$ cat config.mk
export PLATFORM = sky130hd
export DESIGN_NAME = kmp_stream_matcher
export DESIGN_NICKNAME = d
export VERILOG_FILES = /design/src/design/kmp_pkg.sv /design/src/design/kmp_queue.sv /design/src/design/kmp_back.sv /design/src/design/kmp_stream_matcher.sv
export VERILOG_INCLUDE_DIRS = /design/src /design/src/design
export SDC_FILE = /design/constraint.sdc
export NUM_CORES = 1
export LEC_CHECK = 0
export BUFFER_PORTS_ARGS = -buffer_cell sky130_fd_sc_hd__buf_4
export CORE_ASPECT_RATIO = 1.4
export CORE_MARGIN = 3
export CORE_UTILIZATION = 62
export CTS_CLUSTER_SIZE = 12
export DETAILED_ROUTE_END_ITERATION = 16
export GPL_ROUTABILITY_DRIVEN = 0
export PLACE_DENSITY_LB_ADDON = 0.3
export SETUP_SLACK_MARGIN = 0.02
export SLEW_MARGIN = 20
export SYNTH_ARGS = -nofsm -noshare
export SYNTH_HDL_FRONTEND = slang
export SYNTH_HIERARCHICAL = 1
export SYNTH_SLANG_ARGS = --single-unit
$ cat constraint.sdc
create_clock -name clk -period 20.9 [get_ports clk]
set_input_delay 1.045 -clock clk [delete_from_list [all_inputs] [get_ports clk]]
set_output_delay 1.045 -clock clk [all_outputs]
set_load 0.1 [all_outputs]
$ cat src/design/kmp_stream_matcher_macros.svh
// ============================================================================
// KMP stream matcher assertion macros
// Shorthand for the concurrent checks used in the design. Each macro expects
// clk and rst_n to be visible where it is used.
// ============================================================================
`ifndef KMP_STREAM_MATCHER_MACROS_SVH
`define KMP_STREAM_MATCHER_MACROS_SVH

// Consequent must hold in the same cycle as the antecedent.
`define KMP_ASSERT_IMP(lbl, ante, cons, msg) \
    lbl: assert property (@(posedge clk) disable iff (!rst_n) (ante) |-> (cons)) \
        else $error(msg);

// Consequent must hold in the cycle after the antecedent.
`define KMP_ASSERT_NXT(lbl, ante, cons, msg) \
    lbl: assert property (@(posedge clk) disable iff (!rst_n) (ante) |=> (cons)) \
        else $error(msg);

`endif

$ cat src/design/kmp_pkg.sv
// ============================================================================
// KMP package
// Shared types, constants and helpers of the KMP stream matcher.
// ============================================================================
`timescale 1ns / 1ps

package kmp_pkg;

    localparam int KMP_MAX_PATTERN   = 16;
    localparam int KMP_POSITION_BITS = 32;
    localparam int PAT_BYTES         = 16;
    localparam int PAT_BITS          = PAT_BYTES * 8;
    localparam int LEN_W             = 5;
    localparam int KIDX_W            = 4;
    localparam int CFG_DATA_W        = 64;
    localparam int REG_IDX_W         = 2;
    localparam int MATCH_IDX_W       = 32;

    localparam logic [REG_IDX_W-1:0] REG_PATTERN_LENGTH = 2'd0;
    localparam logic [REG_IDX_W-1:0] REG_PATTERN_LOW    = 2'd1;
    localparam logic [REG_IDX_W-1:0] REG_PATTERN_HIGH   = 2'd2;

    typedef struct packed {
        logic [7:0] text_byte;
        logic       first_byte;
        logic       last_byte;
    } in_item_t;

    typedef struct packed {
        logic                   found;
        logic [MATCH_IDX_W-1:0] match_index;
    } res_item_t;

    typedef struct packed {
        logic [LEN_W-1:0]    eff_len;
        logic [PAT_BITS-1:0] pattern;
        logic                rebuild;
    } cfg_bus_t;

    typedef enum logic [1:0] {
        ENG_BUILD,
        ENG_IDLE,
        ENG_WALK
    } eng_state_t;

    function automatic logic [7:0] pat_byte(input logic [PAT_BITS-1:0] pattern,
                                            input logic [KIDX_W-1:0]   idx);
        logic [7:0] b;
        b = pattern[{idx, 3'b000} +: 8];
        return b;
    endfunction

endpackage

$ cat src/design/kmp_queue.sv
// ============================================================================
// KMP queue
// Small first-in first-out buffer used on the input and the result side.
// ============================================================================
`timescale 1ns / 1ps

module kmp_queue
    import kmp_pkg::*;
#(
    parameter int WIDTH = 8,
    parameter int DEPTH = 4
)
(
    input  logic             clk,
    input  logic             rst_n,
    input  logic             push,
    input  logic [WIDTH-1:0] wr_data,
    output logic             full,
    input  logic             pop,
    output logic [WIDTH-1:0] rd_data,
    output logic             empty
);

    localparam int AW = (DEPTH > 1) ? $clog2(DEPTH) : 1;

    logic [WIDTH-1:0] slot_reg [DEPTH];
    logic [AW-1:0]    wr_ptr_reg, wr_ptr_next;
    logic [AW-1:0]    rd_ptr_reg, rd_ptr_next;
    logic [AW:0]      count_reg, count_next;
    logic             do_push, do_pop;

    assign full    = (count_reg == (AW+1)'(DEPTH));
    assign empty   = (count_reg == '0);
    assign do_push = push && !full;
    assign do_pop  = pop && !empty;
    assign rd_data = slot_reg[rd_ptr_reg];

    always_comb
    begin
        wr_ptr_next = wr_ptr_reg;
        rd_ptr_next = rd_ptr_reg;
        count_next  = count_reg;
        if (do_push)
        begin
            wr_ptr_next = (wr_ptr_reg == AW'(DEPTH - 1)) ? '0 : wr_ptr_reg + 1'b1;
        end
        if (do_pop)
        begin
            rd_ptr_next = (rd_ptr_reg == AW'(DEPTH - 1)) ? '0 : rd_ptr_reg + 1'b1;
        end
        if (do_push && !do_pop)
        begin
            count_next = count_reg + 1'b1;
        end
        else if (do_pop && !do_push)
        begin
            count_next = count_reg - 1'b1;
        end
    end

    always_ff @(posedge clk or negedge rst_n)
    begin
        if (!rst_n)
        begin
            wr_ptr_reg <= '0;
            rd_ptr_reg <= '0;
            count_reg  <= '0;
        end
        else
        begin
            wr_ptr_reg <= wr_ptr_next;
            rd_ptr_reg <= rd_ptr_next;
            count_reg  <= count_next;
        end
    end

    always_ff @(posedge clk)
    begin
        if (do_push)
        begin
            slot_reg[wr_ptr_reg] <= wr_data;
        end
    end

endmodule

$ cat src/design/kmp_back.sv
// ============================================================================
// KMP back end
// Builds the failure table from the pattern and runs the matcher over the
// queued text bytes, one comparison or one fallback step per cycle unless a result waits on a full result queue.
// ============================================================================
`timescale 1ns / 1ps
`include "kmp_stream_matcher_macros.svh"

module kmp_back
    import kmp_pkg::*;
#(
    parameter int MAX_PATTERN   = KMP_MAX_PATTERN,
    parameter int POSITION_BITS = KMP_POSITION_BITS
)
(
    input  logic      clk,
    input  logic      rst_n,
    input  cfg_bus_t  cfg,
    input  in_item_t  head,
    input  logic      head_valid,
    output logic      head_pop,
    input  logic      res_full,
    output logic      res_push,
    output res_item_t res_item
);

    localparam int IDX_W  = (MAX_PATTERN > 1) ? $clog2(MAX_PATTERN) : 1;
    localparam int PW1    = POSITION_BITS + 1;
    localparam int WIDE_W = (PW1 > MATCH_IDX_W) ? PW1 : MATCH_IDX_W;

    logic [KIDX_W-1:0] fail_tbl [MAX_PATTERN];

    eng_state_t              state_reg, state_next;
    logic [LEN_W-1:0]        bi_reg, bi_next;
    logic [KIDX_W-1:0]       bk_reg, bk_next;
    logic [KIDX_W-1:0]       work_k_reg, work_k_next;
    logic [7:0]              work_c_reg, work_c_next;
    logic                    work_last_reg, work_last_next;
    logic [LEN_W-1:0]        matched_reg, matched_next;
    logic [POSITION_BITS-1:0] pos_reg, pos_next;
    logic                    done_reg, done_next;

    // Builder signals
    logic [7:0]        pk, pi;
    logic              b_fall, build_done, b_step;
    logic [KIDX_W-1:0] bk_new;

    // Shared table port
    logic [KIDX_W-1:0] rd_idx, tbl_rd;
    logic              tbl_we;
    logic [KIDX_W-1:0] tbl_wa, tbl_wd;

    // Matcher signals
    logic                     active, skip, m_fall, commit, hit, emit, eq;
    logic [7:0]               c_cur;
    logic                     last_cur;
    logic [LEN_W-1:0]         k_base, k_new;
    logic [KIDX_W-1:0]        k_cur;
    logic [POSITION_BITS-1:0] pos_cur, pos_sat;
    logic [PW1-1:0]           pos_inc, m_ext, idx_full;
    logic [WIDE_W-1:0]        idx_wide;

    // Next-state logic
    always_comb
    begin
        state_next = state_reg;
        if (cfg.rebuild)
        begin
            state_next = ENG_BUILD;
        end
        else
        begin
            case (state_reg)
                ENG_BUILD:
                begin
                    if (build_done)
                    begin
                        state_next = ENG_IDLE;
                    end
                end
                ENG_IDLE:
                begin
                    // A byte dropped after the result never starts a walk.
                    if (active && !skip && m_fall)
                    begin
                        state_next = ENG_WALK;
                    end
                end
                ENG_WALK:
                begin
                    if (commit)
                    begin
                        state_next = ENG_IDLE;
                    end
                end
                default:
                begin
                    state_next = ENG_BUILD;
                end
            endcase
        end
    end

    // Datapath and outputs
    always_comb
    begin
        // Table builder: bi walks the pattern, bk is the current border length.
        pk         = pat_byte(cfg.pattern, bk_reg);
        pi         = pat_byte(cfg.pattern, bi_reg[KIDX_W-1:0]);
        b_fall     = (bk_reg != '0) && (pk != pi);
        bk_new     = bk_reg + KIDX_W'(pk == pi);
        build_done = (state_reg == ENG_BUILD) && (bi_reg != '0) && (bi_reg >= cfg.eff_len);
        b_step     = (state_reg == ENG_BUILD) && !build_done;

        // Matcher operand selection
        if (state_reg == ENG_WALK)
        begin
            c_cur    = work_c_reg;
            last_cur = work_last_reg;
            k_base   = LEN_W'(work_k_reg);
            k_cur    = work_k_reg;
            pos_cur  = pos_reg;
            skip     = 1'b0;
            active   = 1'b1;
        end
        else
        begin
            c_cur    = head.text_byte;
            last_cur = head.last_byte;
            k_base   = head.first_byte ? '0 : matched_reg;
            // A shortened pattern restarts the partial match.
            k_cur    = (k_base >= cfg.eff_len) ? '0 : k_base[KIDX_W-1:0];
            pos_cur  = head.first_byte ? '0 : pos_reg;
            skip     = !head.first_byte && done_reg;
            active   = (state_reg == ENG_IDLE) && head_valid;
        end

        eq     = (pat_byte(cfg.pattern, k_cur) == c_cur);
        m_fall = (k_cur != '0) && !eq;
        k_new  = LEN_W'(k_cur) + LEN_W'(eq);
        hit    = (k_new == cfg.eff_len);
        emit   = hit || last_cur;
        commit = active && !skip && !m_fall && !(emit && res_full);

        if (state_reg == ENG_BUILD)
        begin
            rd_idx = bk_reg - 1'b1;
        end
        else
        begin
            rd_idx = k_cur - 1'b1;
        end
        tbl_rd = fail_tbl[rd_idx[IDX_W-1:0]];

        tbl_we = 1'b0;
        tbl_wa = bi_reg[KIDX_W-1:0];
        tbl_wd = '0;
        if (b_step)
        begin
            if (bi_reg == '0)
            begin
                tbl_we = 1'b1;
            end
            else if (!b_fall)
            begin
                tbl_we = 1'b1;
                tbl_wd = bk_new;
            end
        end

        pos_sat  = (pos_cur == {POSITION_BITS{1'b1}}) ? pos_cur : pos_cur + 1'b1;
        pos_inc  = PW1'(pos_cur) + 1'b1;
        m_ext    = PW1'(cfg.eff_len);
        idx_full = (pos_inc >= m_ext) ? pos_inc - m_ext : '0;
        idx_wide = WIDE_W'(idx_full);

        head_pop = (state_reg == ENG_IDLE) && active && (skip || m_fall || commit);
        res_push = commit && emit;
        res_item.found       = hit;
        res_item.match_index = hit ? idx_wide[MATCH_IDX_W-1:0] : '0;

        // Register updates
        bi_next        = bi_reg;
        bk_next        = bk_reg;
        work_k_next    = work_k_reg;
        work_c_next    = work_c_reg;
        work_last_next = work_last_reg;
        matched_next   = matched_reg;
        pos_next       = pos_reg;
        done_next      = done_reg;

        if (cfg.rebuild)
        begin
            bi_next = '0;
            bk_next = '0;
        end
        else if (b_step)
        begin
            if (bi_reg == '0)
            begin
                bi_next = LEN_W'(1);
                bk_next = '0;
            end
            else if (b_fall)
            begin
                bk_next = tbl_rd;
            end
            else
            begin
                bk_next = bk_new;
                bi_next = bi_reg + 1'b1;
            end
        end

        if (active && !skip && m_fall)
        begin
            work_k_next    = tbl_rd;
            work_c_next    = c_cur;
            work_last_next = last_cur;
        end
        if (commit)
        begin
            matched_next = k_new;
            pos_next     = pos_sat;
            done_next    = emit;
        end
    end

    always_ff @(posedge clk or negedge rst_n)
    begin
        if (!rst_n)
        begin
            state_reg     <= ENG_BUILD;
            bi_reg        <= '0;
            bk_reg        <= '0;
            work_k_reg    <= '0;
            work_last_reg <= 1'b0;
            matched_reg   <= '0;
            pos_reg       <= '0;
            done_reg      <= 1'b0;
        end
        else
        begin
            state_reg     <= state_next;
            bi_reg        <= bi_next;
            bk_reg        <= bk_next;
            work_k_reg    <= work_k_next;
            work_last_reg <= work_last_next;
            matched_reg   <= matched_next;
            pos_reg       <= pos_next;
            done_reg      <= done_next;
        end
    end

    always_ff @(posedge clk)
    begin
        work_c_reg <= work_c_next;
        if (tbl_we)
        begin
            fail_tbl[tbl_wa[IDX_W-1:0]] <= tbl_wd;
        end
    end

    `KMP_ASSERT_IMP(a_no_result_in_build, state_reg == ENG_BUILD, !res_push,
        "result produced while the failure table is being built")
    `KMP_ASSERT_IMP(a_walk_k_range, state_reg == ENG_WALK,
        LEN_W'(work_k_reg) < cfg.eff_len,
        "fallback walk holds a border outside the pattern")
    `KMP_ASSERT_NXT(a_result_closes_text, res_push, done_reg,
        "text not closed after its result")
    `KMP_ASSERT_IMP(a_pop_only_idle, head_pop, (state_reg == ENG_IDLE) && head_valid,
        "input taken while the engine is busy")

endmodule

$ cat src/design/kmp_stream_matcher.sv
// ============================================================================
// KMP stream matcher
// Knuth-Morris-Pratt search of streamed text for a configured pattern.
// ============================================================================
// Channel     | Handshake          | Payload
// ------------+--------------------+----------------------------------------
// text input  | push / full        | text_item (text_byte, first/last flags)
// result      | pop / empty        | result (found, match_index)
// config      | cfg_we             | cfg_index, cfg_data
//
// A text byte takes one comparison in the matcher plus one fallback step
// through the failure table for each mismatch against a nonzero border.
// After reset and after every write to a pattern register the failure table
// is rebuilt while queued bytes wait.
// Input holds four transactions and the result queue two, so either side may
// stall without stopping the other until its queue fills.
// ============================================================================
`timescale 1ns / 1ps

module kmp_stream_matcher
    import kmp_pkg::*;
#(
    parameter int MAX_PATTERN   = KMP_MAX_PATTERN,
    parameter int POSITION_BITS = KMP_POSITION_BITS
)
(
    input  logic                  clk,
    input  logic                  rst_n,
    input  logic                  push,
    output logic                  full,
    input  in_item_t              text_item,
    input  logic                  pop,
    output logic                  empty,
    output res_item_t             result,
    input  logic                  cfg_we,
    input  logic [REG_IDX_W-1:0]  cfg_index,
    input  logic [CFG_DATA_W-1:0] cfg_data
);

    localparam int IN_DEPTH  = 4;
    localparam int RES_DEPTH = 2;

    logic [LEN_W-1:0]      len_reg;
    logic [CFG_DATA_W-1:0] low_reg;
    logic [CFG_DATA_W-1:0] high_reg;
    logic                  known_idx;
    cfg_bus_t              cfg;
    logic [LEN_W-1:0]      len_lo;

    in_item_t  head;
    logic      head_empty, head_pop;
    logic      res_full, res_push;
    res_item_t res_in;

    // A length of zero acts as one; larger values clamp to the table size.
    always_comb
    begin
        len_lo      = (len_reg == '0) ? LEN_W'(1) : len_reg;
        cfg.eff_len = (len_lo > LEN_W'(MAX_PATTERN)) ? LEN_W'(MAX_PATTERN) : len_lo;
        cfg.pattern = {high_reg, low_reg};
        known_idx   = (cfg_index == REG_PATTERN_LENGTH) || (cfg_index == REG_PATTERN_LOW)
                      || (cfg_index == REG_PATTERN_HIGH);
        cfg.rebuild = cfg_we && known_idx;
    end

    always_ff @(posedge clk or negedge rst_n)
    begin
        if (!rst_n)
        begin
            len_reg  <= LEN_W'(1);
            low_reg  <= '0;
            high_reg <= '0;
        end
        else if (cfg_we)
        begin
            case (cfg_index)
                REG_PATTERN_LENGTH: len_reg  <= cfg_data[LEN_W-1:0];
                REG_PATTERN_LOW:    low_reg  <= cfg_data;
                REG_PATTERN_HIGH:   high_reg <= cfg_data;
                default:            len_reg  <= len_reg;
            endcase
        end
    end

    kmp_queue #(
        .WIDTH ($bits(in_item_t)),
        .DEPTH (IN_DEPTH)
    ) u_in_queue (
        .clk     (clk),
        .rst_n   (rst_n),
        .push    (push),
        .wr_data (text_item),
        .full    (full),
        .pop     (head_pop),
        .rd_data (head),
        .empty   (head_empty)
    );

    kmp_back #(
        .MAX_PATTERN   (MAX_PATTERN),
        .POSITION_BITS (POSITION_BITS)
    ) u_back (
        .clk        (clk),
        .rst_n      (rst_n),
        .cfg        (cfg),
        .head       (head),
        .head_valid (!head_empty),
        .head_pop   (head_pop),
        .res_full   (res_full),
        .res_push   (res_push),
        .res_item   (res_in)
    );

    kmp_queue #(
        .WIDTH ($bits(res_item_t)),
        .DEPTH (RES_DEPTH)
    ) u_res_queue (
        .clk     (clk),
        .rst_n   (rst_n),
        .push    (res_push),
        .wr_data (res_in),
        .full    (res_full),
        .pop     (pop),
        .rd_data (result),
        .empty   (empty)
    );

endmodule

==> impl_metrics.py <==
metrics = {
    "setup_path": {
        "crit_path_start_kind": "register",
        "reg2reg_depth": 28,
        "cp.arrival_ns": 9.26,
        "crit_top_cell": "ha_1",
        "cp.required_ns": 21.31,
        "r2r_start": "u_in_queue/rd_ptr_reg[0]",
        "cp-end-kind": "register",
        "critical_path_class": "register to register",
        "r2r_slack_ns": 12.05,
        "worst_path_max_delay_cell": "dfrtp_1",
        "slowest_delay_ns": 0.79,
        "critPathMaxFanout": 32,
        "reg2reg_to": "u_in_queue/count_reg[1]",
    },
    "worst_hold_path": {
        "hold_path_class": "input pin to async pin",
    },
    "timing": {
        "layout_min_cycle_time_ns": 8.85,
        "hold-worst-slack_ns": 0.503,
        "fin_crit_sh_pct": 42.3,
        "rsz0062_at_grt": "false",
        "slew-limit-headroom_pct": 19.6,
        "hold_violations": 0,
        "slew_violations": 0,
        "tightestPinTransition_ns": 1.21,
        "final.setup.tns_ns": 0,
        "fmax_mhz": 113,
        "fin_worst_skew_ns": 0.0175,
        "setup_viol": 0,
    },
    "global_routing": {
        "grt.overflow.total": 0,
        "grt.total_usage_pct": 28.6,
        "first_global_vias": 14600,
        "grt_start_max_net_pins": 71,
        "antenna_found_initial": 0,
        "grt_pass1_wl_um": 83200,
    },
    "power_and_ir_drop": {
        "p_switching_mw": 1.39,
        "seqPwrFrac_pct": 32.4,
        "p_int_mw": 2.03,
        "power.density_nw_per_um2": 144,
        "power_frac_comb_pct": 48.1,
        "sw_frac_of_total_pct": 40.7,
        "p_leak_nw": 9.51,
        "pwr-share-clk_pct": 19.5,
        "p_total_mw": 3.43,
        "peakVddDrop_mv": 0.0987,
    },
    "clock_network": {
        "clkSinkCount": 376,
        "holdBufCountCts": 0,
        "h-tree-depth": 2,
        "clk_pin_slew_worst_paths_ns": 0.06,
        "cts_setup_buffers": 0,
        "root_buffer": "clkbuf_16",
        "numCtsBuffers": 39,
        "ctsLongestPathBuffers": 3,
        "clock_latency_ns": 0.55,
        "cts_tree": "built",
        "post_cts_resized": 0,
    },
    "cells_and_area": {
        "fillerInstances": 2320,
        "syn_to_final_growth_pct": 9.93,
        "largest_register_ffs": 66,
        "layout-drive-gt1-share_pct": 31.7,
        "design_area_um2": 23900,
        "regArea_um2": 10300,
        "final_cell_mix": "194 x dfrtp_1, 178 x edfxtp_1, 151 x mux2_4, 141 x buf_4, 107 x mux4_2",
        "stdcell_count": 2191,
        "multi_input_area_um2": 10600,
        "final_common_cell": "dfrtp_1",
        "antenna_cells": 0,
        "nets": 1828,
    },
    "status": {
        "status": "finished clean",
    },
    "drt": {
        "drt_iter0_markers": 1362,
        "wl_per_cell_um": 23.7,
        "ant_nets": 0,
        "vias": 14500,
        "drt-total-wl_um": 52000,
        "drc": 0,
        "drt-pass1-iter-count": 6,
        "vias_per_cell": 6.60,
    },
    "yosys": {
        "synth.distinct_cells": 89,
        "ys_seq_area_share_pct": 47.4,
        "ys_ff_latch": 376,
        "synth.net_count": 1757,
        "syn_inst": 1642,
        "synth-main-ff-cell": "dfrtp_1",
        "avgSynthCellArea_um2": 13.2,
        "async_reset_ff_share_pct": 52.7,
        "synth_area_um2": 21700,
        "yosysWarnings": 6,
        "synth_edf_count": 178,
    },
    "place": {
        "hpwl_um": 35400,
        "placed_cell_area_um2": 22700,
        "port_buffers": 115,
        "dp_cells": 2123,
    },
    "die": {
        "die_area_um2": 37300,
        "design.core.area_um2": 34300,
        "placementRows": 80,
        "die_x_um": 164,
        "start_util_pct": 63.3,
        "die_h_um": 227,
        "io_pins": 116,
    },
    "flow_run": {
        "drv_cap": 0,
    },
}
[power groups by stage]
| stage | combinational (mW) | clock [mW] | sequential, mW |
|---|---|---|---|
| 2_1_floorplan | 1.35 | 0 | 1.05 |
| 3_3_place_gp | 1.60 | 0 | 1.11 |
| 3_5_place_dp | 1.63 | 0 | 1.12 |
| 4_1_cts | 1.64 | 0.680 | 1.11 |
| 5_1_grt | 1.77 | 0.708 | 1.13 |
| 6_report | 1.65 | 0.669 | 1.11 |
[how the worst max path moves through the flow]
stage,to,cells after the start,from,slack (ns)
3_3_place_gp,u_in_queue/count_reg[1],29,u_in_queue/rd_ptr_reg[0],12.51
3_5_place_dp,u_in_queue/count_reg[1],28,u_in_queue/rd_ptr_reg[0],12.27
4_1_cts,u_in_queue/count_reg[1],28,u_in_queue/rd_ptr_reg[0],12.23
2_1_floorplan,u_res_queue/slot_reg[0][0],27,u_in_queue/rd_ptr_reg[0],13.62
6_report,u_in_queue/count_reg[1],28,u_in_queue/rd_ptr_reg[0],12.05
5_1_grt,u_in_queue/count_reg[1],28,u_in_queue/rd_ptr_reg[0],11.47
[cells in the mapped netlist (all sizes together) (39+ instances only)]
cell type	n	area share, %
mux4	107	11
dfrtp	197	23
xnor2	54	2.2
buf	66	2.5
edfxtp	178	25
o21ai	40	0.96
inv	42	0.73
a21oi	55	1.3
nand2	90	1.6
mux2	186	12
nor2	110	2.3
clkbuf	46	0.80
nand3	39	0.90
and3	52	1.5
[kinds of logic after synthesis]
logic type      after synthesis  synth area share, %
compound gates              244                 7.94
xor+xnor                     81                 3.27
fa+ha+maj                    34                 2.03
buf+inv                     154                 4.01
flops                       376                 47.4
mux                         318                 24.5
simple gates                435                 10.8
[cell type report]
| type | instances | area share (%) |
|---|---|---|
| Clock buffer | 66 | 5.04 |
| Clock inverter | 2 | 0.0576 |
| Inverter | 42 | 0.660 |
| Multi-Input combinational cell | 1112 | 44.2 |
| Sequential cell | 376 | 43.2 |
| Tap cell | 451 | 2.36 |
| Timing Repair Buffer | 142 | 4.49 |
[per-stage QoR]
stage          util, %  setup slack (ns)
2_1_floorplan        -             13.62
3_3_place_gp      66.0             12.51
3_5_place_dp      66.0             12.27
4_1_cts           69.5             12.23
5_1_grt           69.5             11.47
6_report          69.5             12.05
[metal layers]
metal	wire length (um)	track usage, %	vias up
met4	3090	14.6	0
met2	26500	49.1	736
met5	0	0	-
li1	-	-	6407
met3	3560	4.28	197
met1	18900	35.2	7118
[worst max-delay path, delay by kind of cell, from the launching register on]
| family | cells | cell delay, ns |
|---|---|---|
| xor gates and xnor gates | 1 | 0.15 |
| AOI/OAI and AO/OA | 10 | 2.60 |
| adders and majority gates | 5 | 1.41 |
| buffers and inverters | 3 | 0.82 |
| and+or+nand+nor | 7 | 1.89 |
| muxes | 2 | 1.03 |
| DFF | 1 | 0.79 |
Power figures use the tool's default switching activity.
